==> config.mk <==
export PLATFORM = sky130hd
export DESIGN_NAME = double_ended_queue
export DESIGN_NICKNAME = d
export VERILOG_FILES = /design/src/deq_pkg.sv /design/src/deq_ram.sv /design/src/double_ended_queue.sv
export SDC_FILE = /design/constraint.sdc
export NUM_CORES = 2
export LEC_CHECK = 0
export BUFFER_PORTS_ARGS = -buffer_cell sky130_fd_sc_hd__buf_4
export CORE_MARGIN = 3
export CORE_UTILIZATION = 45
export CTS_CLUSTER_SIZE = 14
export DETAILED_ROUTE_END_ITERATION = 10
export HOLD_SLACK_MARGIN = 0.06
export SETUP_SLACK_MARGIN = 0.15
export SYNTH_ARGS = -nofsm -noshare
export SYNTH_HDL_FRONTEND = slang
export SYNTH_SLANG_ARGS = --single-unit
==> constraint.sdc <==
create_clock -name clk -period 7.7 [get_ports clk]
set_input_delay 0.77 -clock clk [delete_from_list [all_inputs] [get_ports clk]]
set_output_delay 0.77 -clock clk [all_outputs]
set_load 0.02 [all_outputs]
==> src/deq_pkg.sv <==
// Shared widths, command codes and status codes of the double-ended queue.
`default_nettype none

package deq_pkg;

	localparam int DEPTH_DEF = 64;
	localparam int WORD_W    = 32;
	localparam int KIND_W    = 3;
	localparam int POS_W     = 7;
	localparam int STATUS_W  = 3;

	localparam logic [KIND_W-1:0] KIND_PUSH_BACK  = 3'd0;
	localparam logic [KIND_W-1:0] KIND_PUSH_FRONT = 3'd1;
	localparam logic [KIND_W-1:0] KIND_POP_FRONT  = 3'd2;
	localparam logic [KIND_W-1:0] KIND_POP_BACK   = 3'd3;
	localparam logic [KIND_W-1:0] KIND_READ       = 3'd4;
	localparam logic [KIND_W-1:0] KIND_REVERSE    = 3'd5;
	localparam logic [KIND_W-1:0] KIND_QUERY      = 3'd6;

	localparam logic [STATUS_W-1:0] ST_OK       = 3'd0;
	localparam logic [STATUS_W-1:0] ST_EMPTY    = 3'd1;
	localparam logic [STATUS_W-1:0] ST_POS_HIGH = 3'd2;
	localparam logic [STATUS_W-1:0] ST_POS_LOW  = 3'd3;
	localparam logic [STATUS_W-1:0] ST_FULL     = 3'd4;

	localparam logic [WORD_W-1:0] ERR_DATA = {WORD_W{1'b1}};

endpackage

`default_nettype wire

==> src/deq_ram.sv <==
// Slot storage of the queue: one write port, one read port with registered read data.
`default_nettype none

module deq_ram
	import deq_pkg::*;
#(
	parameter int DEPTH = DEPTH_DEF,
	parameter int AW    = $clog2(DEPTH)
) (
	input  wire logic              clk,
	input  wire logic              we,
	input  wire logic [AW-1:0]     waddr,
	input  wire logic [WORD_W-1:0] wdata,
	input  wire logic              re,
	input  wire logic [AW-1:0]     raddr,
	output logic      [WORD_W-1:0] rdata
);

	logic [WORD_W-1:0] mem [DEPTH];

	always_ff @(posedge clk) begin
		if (we) begin
			mem[waddr] <= wdata;
		end
		if (re) begin
			rdata <= mem[raddr];
		end
	end

endmodule

`default_nettype wire

==> src/double_ended_queue.sv <==
// Top level of the double-ended queue: command decode, ring pointers and result stage.
//
// A request is taken at every clock edge with start high; busy is never raised, so one
// command per cycle is sustained. Its result appears on the result ports in the next
// cycle, marked by done for that one cycle, and cannot be held off by the receiver. The
// result stage is registered to match the registered read port of the slot memory: pops fetch
// the new end value and reads fetch the addressed slot through it, while the values at
// both physical ends of the ring are kept in registers so that pushes need no read.
// Slots are not cleared at reset; only slots that hold stored values are ever shown.
`default_nettype none

module double_ended_queue
	import deq_pkg::*;
#(
	parameter int DEPTH = DEPTH_DEF,
	parameter int CW    = $clog2(DEPTH + 1)
) (
	input  wire logic                 clk,
	input  wire logic                 arst_n,
	input  wire logic                 start,
	output logic                      busy,
	input  wire logic [KIND_W-1:0]    kind,
	input  wire logic signed [31:0]   value,
	input  wire logic [POS_W-1:0]     position,
	output logic                      done,
	output logic signed [31:0]        data,
	output logic [STATUS_W-1:0]       status,
	output logic [CW-1:0]             occupancy,
	output logic signed [31:0]        front_value,
	output logic signed [31:0]        back_value
);

	localparam int AW   = $clog2(DEPTH);
	localparam int OW   = AW + 1;
	localparam int CMPW = (CW > POS_W) ? CW : POS_W;

	logic [AW-1:0]       head_q;
	logic [CW-1:0]       count_q;
	logic                rev_q;
	logic                done_q;
	logic                pf_mem_q;
	logic                pl_mem_q;
	logic                dsel_s1;
	logic [WORD_W-1:0]   pfirst_q;
	logic [WORD_W-1:0]   plast_q;
	logic [WORD_W-1:0]   data_s1;
	logic [STATUS_W-1:0] status_s1;

	logic [WORD_W-1:0]   rd_data;
	logic [WORD_W-1:0]   cur_pfirst;
	logic [WORD_W-1:0]   cur_plast;

	logic                take;
	logic [AW-1:0]       nhead;
	logic [CW-1:0]       ncount;
	logic                nrev;
	logic [WORD_W-1:0]   npf;
	logic [WORD_W-1:0]   npl;
	logic                npf_mem;
	logic                npl_mem;
	logic                ndsel;
	logic [WORD_W-1:0]   ndata;
	logic [STATUS_W-1:0] nstatus;
	logic                we;
	logic [AW-1:0]       waddr;
	logic                re;
	logic [AW-1:0]       raddr;

	logic [OW-1:0]       head_x;
	logic [OW-1:0]       count_x;
	logic [AW-1:0]       head_m1;
	logic [OW-1:0]       rd_off;
	logic                is_empty;
	logic                is_full;
	logic                to_end;
	logic                from_start;

	function automatic logic [AW-1:0] wrap(input logic [OW-1:0] a);
		logic [OW-1:0] t;
		if (a >= OW'(DEPTH)) begin
			t = a - OW'(DEPTH);
		end else begin
			t = a;
		end
		return t[AW-1:0];
	endfunction

	deq_ram #(
		.DEPTH (DEPTH),
		.AW    (AW)
	) u_ram (
		.clk   (clk),
		.we    (we),
		.waddr (waddr),
		.wdata (value),
		.re    (re),
		.raddr (raddr),
		.rdata (rd_data)
	);

	assign busy = 1'b0;
	assign take = start && !busy;

	assign cur_pfirst = pf_mem_q ? rd_data : pfirst_q;
	assign cur_plast  = pl_mem_q ? rd_data : plast_q;

	assign head_x     = OW'(head_q);
	assign count_x    = OW'(count_q);
	assign head_m1    = (head_q == '0) ? AW'(DEPTH - 1) : head_q - AW'(1);
	assign is_empty   = (count_q == '0);
	assign is_full    = (count_q == CW'(DEPTH));
	assign to_end     = (kind == KIND_PUSH_BACK) != rev_q;
	assign from_start = (kind == KIND_POP_FRONT) != rev_q;
	assign rd_off     = rev_q ? count_x - OW'(position) : OW'(position) - OW'(1);

	always_comb begin
		nhead   = head_q;
		ncount  = count_q;
		nrev    = rev_q;
		npf     = cur_pfirst;
		npl     = cur_plast;
		npf_mem = 1'b0;
		npl_mem = 1'b0;
		ndsel   = 1'b0;
		ndata   = '0;
		nstatus = ST_OK;
		we      = 1'b0;
		waddr   = '0;
		re      = 1'b0;
		raddr   = '0;
		unique case (kind) inside
			KIND_PUSH_BACK, KIND_PUSH_FRONT: begin
				if (is_full) begin
					nstatus = ST_FULL;
				end else begin
					we     = take;
					ncount = count_q + CW'(1);
					if (to_end) begin
						waddr = wrap(head_x + count_x);
						npl   = value;
						if (is_empty) begin
							npf = value;
						end
					end else begin
						waddr = head_m1;
						nhead = head_m1;
						npf   = value;
						if (is_empty) begin
							npl = value;
						end
					end
				end
			end
			KIND_POP_FRONT, KIND_POP_BACK: begin
				if (is_empty) begin
					nstatus = ST_EMPTY;
				end else begin
					ncount = count_q - CW'(1);
					re     = take;
					if (from_start) begin
						ndata   = cur_pfirst;
						raddr   = wrap(head_x + OW'(1));
						nhead   = wrap(head_x + OW'(1));
						npf_mem = 1'b1;
					end else begin
						ndata   = cur_plast;
						raddr   = wrap(head_x + count_x - OW'(2));
						npl_mem = 1'b1;
					end
				end
			end
			KIND_READ: begin
				if (CMPW'(position) > CMPW'(count_q)) begin
					nstatus = ST_POS_HIGH;
				end else if (position == '0) begin
					nstatus = ST_POS_LOW;
				end else begin
					re    = take;
					raddr = wrap(head_x + rd_off);
					ndsel = 1'b1;
				end
			end
			KIND_REVERSE: begin
				if (!is_empty) begin
					nrev = ~rev_q;
				end
			end
			default: begin
			end
		endcase
		if (nstatus != ST_OK) begin
			ndata = ERR_DATA;
		end
	end

	always_ff @(posedge clk or negedge arst_n) begin
		if (!arst_n) begin
			head_q   <= '0;
			count_q  <= '0;
			rev_q    <= 1'b0;
			done_q   <= 1'b0;
			pf_mem_q <= 1'b0;
			pl_mem_q <= 1'b0;
			dsel_s1  <= 1'b0;
		end else begin
			done_q <= take;
			if (take) begin
				head_q   <= nhead;
				count_q  <= ncount;
				rev_q    <= nrev;
				pf_mem_q <= npf_mem;
				pl_mem_q <= npl_mem;
				dsel_s1  <= ndsel;
			end else begin
				pf_mem_q <= 1'b0;
				pl_mem_q <= 1'b0;
			end
		end
	end

	always_ff @(posedge clk) begin
		if (take) begin
			pfirst_q  <= npf;
			plast_q   <= npl;
			data_s1   <= ndata;
			status_s1 <= nstatus;
		end else begin
			pfirst_q <= cur_pfirst;
			plast_q  <= cur_plast;
		end
	end

	assign done        = done_q;
	assign data        = dsel_s1 ? rd_data : data_s1;
	assign status      = status_s1;
	assign occupancy   = count_q;
	assign front_value = (count_q == '0) ? '0 : (rev_q ? cur_plast : cur_pfirst);
	assign back_value  = (count_q == '0) ? '0 : (rev_q ? cur_pfirst : cur_plast);

`ifndef SYNTHESIS
	a_done_follows_request: assert property (@(posedge clk) disable iff (!arst_n)
		(start && !busy) |=> done)
		else $error("result strobe missing after request");

	a_no_spurious_done: assert property (@(posedge clk) disable iff (!arst_n)
		!(start && !busy) |=> !done)
		else $error("result strobe without request");

	a_occupancy_bound: assert property (@(posedge clk) disable iff (!arst_n)
		done |-> (occupancy <= CW'(DEPTH)))
		else $error("occupancy above depth");

	a_error_data: assert property (@(posedge clk) disable iff (!arst_n)
		(done && status != ST_OK) |-> (data == ERR_DATA))
		else $error("error result without error data");

	a_empty_ends_zero: assert property (@(posedge clk) disable iff (!arst_n)
		(done && occupancy == '0) |-> (front_value == '0 && back_value == '0))
		else $error("empty queue shows nonzero end values");
`endif

endmodule

`default_nettype wire

==> results.yml <==
outcome:
  status: "finished clean"
layout:
  drive_above_1_share_pct: 12.01
  nets: 6789
  areaGrowthSynthToFinish_pct: 13.67
sta:
  max_freq_mhz: 169.4
  setup_violations: 0
  clock-skew-final_ps: 49.61
  setup_slack_ps: 1798
  hold_viol_final: 0
  worst-slew-pin-transition_ps: 1253
  drv_slew: 0
  setup_tns_ps: 0
  max_slew_margin_pct: 16.44
  rsz0062_at_grt: "no"
  fin_crit_ps: 5902
  post-route-period-util_pct: 76.65
run:
  drv_cap: 0
global_routing:
  overflow: 0
  track_usage_pct: 26.22
  antenna_found_initial: 33
  grt_pass1_vias: 53020
  grt_max_degree: 119
  grt_pass1_wl_um: 380700
logic_synthesis:
  muxShareOfSynthArea_pct: 3.799
  synthAdderAreaFrac_pct: 0.4887
  synth-compound-area-share_pct: 6.815
  ys_ff_latch: 2197
  seq_area_frac_synth_pct: 74.08
  synth.distinct_cells: 67
  synth_edf_count: 2115
  syn_area_per_cell_um2: 13.41
  synthArstFlopShare_pct: 0.8193
  synth-simple-area-share_pct: 12.47
  synth_top_family_by_area: "simple AND/OR/NAND/NOR gates"
  synth_fp_nets: 6646
  ys.flop_type: "edfxtp_1"
  syn_area_um2: 88070
  synth_cells: 6569
  ys_warn_count: 0
  synth_xor_area_share_pct: 0.3253
placement:
  dpl.hpwl_um: 149800
  place_congestion: 0.8572
  port_buffers: 151
  dp_slack_ps: 1681
die:
  ioPinCount: 153
  design.die.area_um2: 201100
  core_um2: 193600
  start_util_pct: 45.50
  dieHeight_um: 448.4
  die_x_um: 448.4
  rows: 161
clock_network:
  cts_tree: "done"
  cts_max_level: 4
  post-cts-setup-buffers: 0
  root_buffer: "clkbuf_16"
  cts_made_buffers: 218
  clock-sinks: 2197
  clk_pin_slew_ps: 60
  clock_latency_ps: 850
  cts.path.max_buffers: 3
setup_path:
  r2r_slack_ps: 1800
  worstSetupEndpointType: "flip-flop"
  worstPathArrival_ps: 6620
  path_max_fanout: 55
  critical_path_class: "reg2reg"
  start_kind: "flip-flop"
  critical_path_required_ps: 8410
min_path:
  holdCritPathClass: "in2reg"
pwr:
  total_leakage_power_nw: 33.84
  power_density_nw_per_um2: 362.6
  peakVddDrop_mv: 0.2864
route:
  dr.pass1.iters: 6
  detail_route.wl_per_cell_um: 28.12
  wirelength_um: 268100
  vias_per_cell: 5.908
  num_vias: 56320
  ant_nets: 0
  drc: 0
  drtIter0Drc: 6979
power by group:
group	leakage [nW]	internal (mW)	switching, mW
Clock	3.38	5.82	4.48
Sequential	19.8	13.6	0.403
Combinational	10.6	3.85	8.14
Total	33.8	23.3	13.0
routing by layer:
layer,track usage (%),routed length [um]
met3,5.259,26690
met1,36.78,109900
met4,10.15,10280
met5,0,93
met2,40.44,121100
worst max-delay path, cell delays in order (launching register included):
cell	delay (ps)
dfrtp_1	530
inv_1	150
ha_1	240
fa_1	420
xnor2_1	210
nand2_1	70
o21ai_0	140
ha_1	310
xor2_1	160
nand2_1	60
nor3_1	670
nor2_1	170
nand3_4	650
buf_12	430
buf_4	310
o211ai_1	140
o22ai_1	830
or4_1	220
cells by family (layout without fill, tap and decap cells):
| group | count (synthesis) | in the layout |
|---|---|---|
| fa+ha+maj | 32 | 32 |
| compound gates | 830 | 830 |
| mux | 322 | 322 |
| buf+inv | 440 | 768 |
| xor+xnor | 31 | 31 |
| flops | 2197 | 2197 |
| simple gates | 2716 | 2716 |
| other cells | 1 | 28 |
area by class of cell:
cell class,instances,area (um^2)
Antenna cell,27,67.56
Clock buffer,276,5777
Clock inverter,129,1079
Fill cell,16030,93470
Inverter,25,93.84
Multi-Input combinational cell,3932,21630
Sequential cell,2197,65250
Tap cell,2608,3263
Timing Repair Buffer,338,2953
per-stage QoR:
stage / std cells / hold WS, ps / total power [mW] / instance area, um^2 / util, %
2_1_floorplan: 6569 / 474.4 / 21.08 / 88070 / -
3_3_place_gp: 9099 / 568.8 / 25.99 / 93180 / 48.13
3_5_place_dp: 9099 / 582.4 / 26.10 / 93180 / 48.13
4_1_cts: 9505 / 177.7 / 36.33 / 100000 / 51.68
5_1_grt: 9524 / 225.9 / 37.74 / 100100 / 51.70
6_report: 9532 / 247.7 / 36.30 / 100100 / 51.72
cells in the mapped netlist, drive strengths merged (38+ instances only):
master | count | area [um^2]
edfxtp | 2115 | 63510
nand2 | 1204 | 4519
nor2 | 1025 | 3847
nand3 | 410 | 2052
clkbuf | 283 | 1062
mux2i | 224 | 2242
o211ai | 191 | 1434
a32oi | 189 | 1655
buf | 132 | 628.1
o22ai | 130 | 813.3
a21oi | 121 | 605.6
mux2 | 98 | 1104
o2111ai | 70 | 613.1
dfxtp | 64 | 1281
o21ai | 50 | 254.0
a211oi | 38 | 295.3
cells in the final DEF, fill, tap and decap left out, types with 6 or more instances in the layout:
master,n
diode_2,27
buf_4,304
a32oi_1,189
xnor2_1,18
and3_1,7
nor2_4,64
xor2_1,11
o22ai_1,128
clkinv_1,49
clkbuf_16,221
o2111ai_1,70
o211ai_1,191
mux2_2,98
edfxtp_1,2115
nor3_1,9
inv_1,24
nor2_1,961
or4_1,32
buf_12,33
bufinv_16,16
dfxtp_1,64
mux2i_1,224
nand2b_1,8
ha_1,28
a31oi_1,6
a211oi_1,36
clkbuf_1,51
o21ai_0,45
nand3_1,409
nand2_1,1204
a21o_1,9
dfrtp_1,16
clkinv_2,51
a21oi_1,121
flip-flops by register name, indices dropped and copies added, names as in the netlist:
signal,flops
rev_q,1
done,1
data_s1,32
u_ram.mem,2048
dsel_s1,1
u_ram.rdata,32
head_q,6
pl_mem_q,1
status,3
pfirst_q,32
occupancy,7
pf_mem_q,1
plast_q,32
path summary, 6_finish.rpt:
path	from	to	cells past startpoint
hold reg to reg	pfirst_q[4]	pfirst_q[4]	2
hold / removal	value[3]	u_ram.mem[42][3]	1
max in group asynchronous	arst_n	rev_q	2
min in group asynchronous	arst_n	done	2
setup / recovery	occupancy[0]	u_ram.rdata[1]	17
setup reg to reg	occupancy[0]	u_ram.rdata[1]	17
timing repair:
item / 4_1_cts / 5_1_grt
endpoints found under the hold margin: 18 / 0
hold buffers: 1 / 0
resized for setup: 0 / 0
Power figures use the tool's default switching activity.
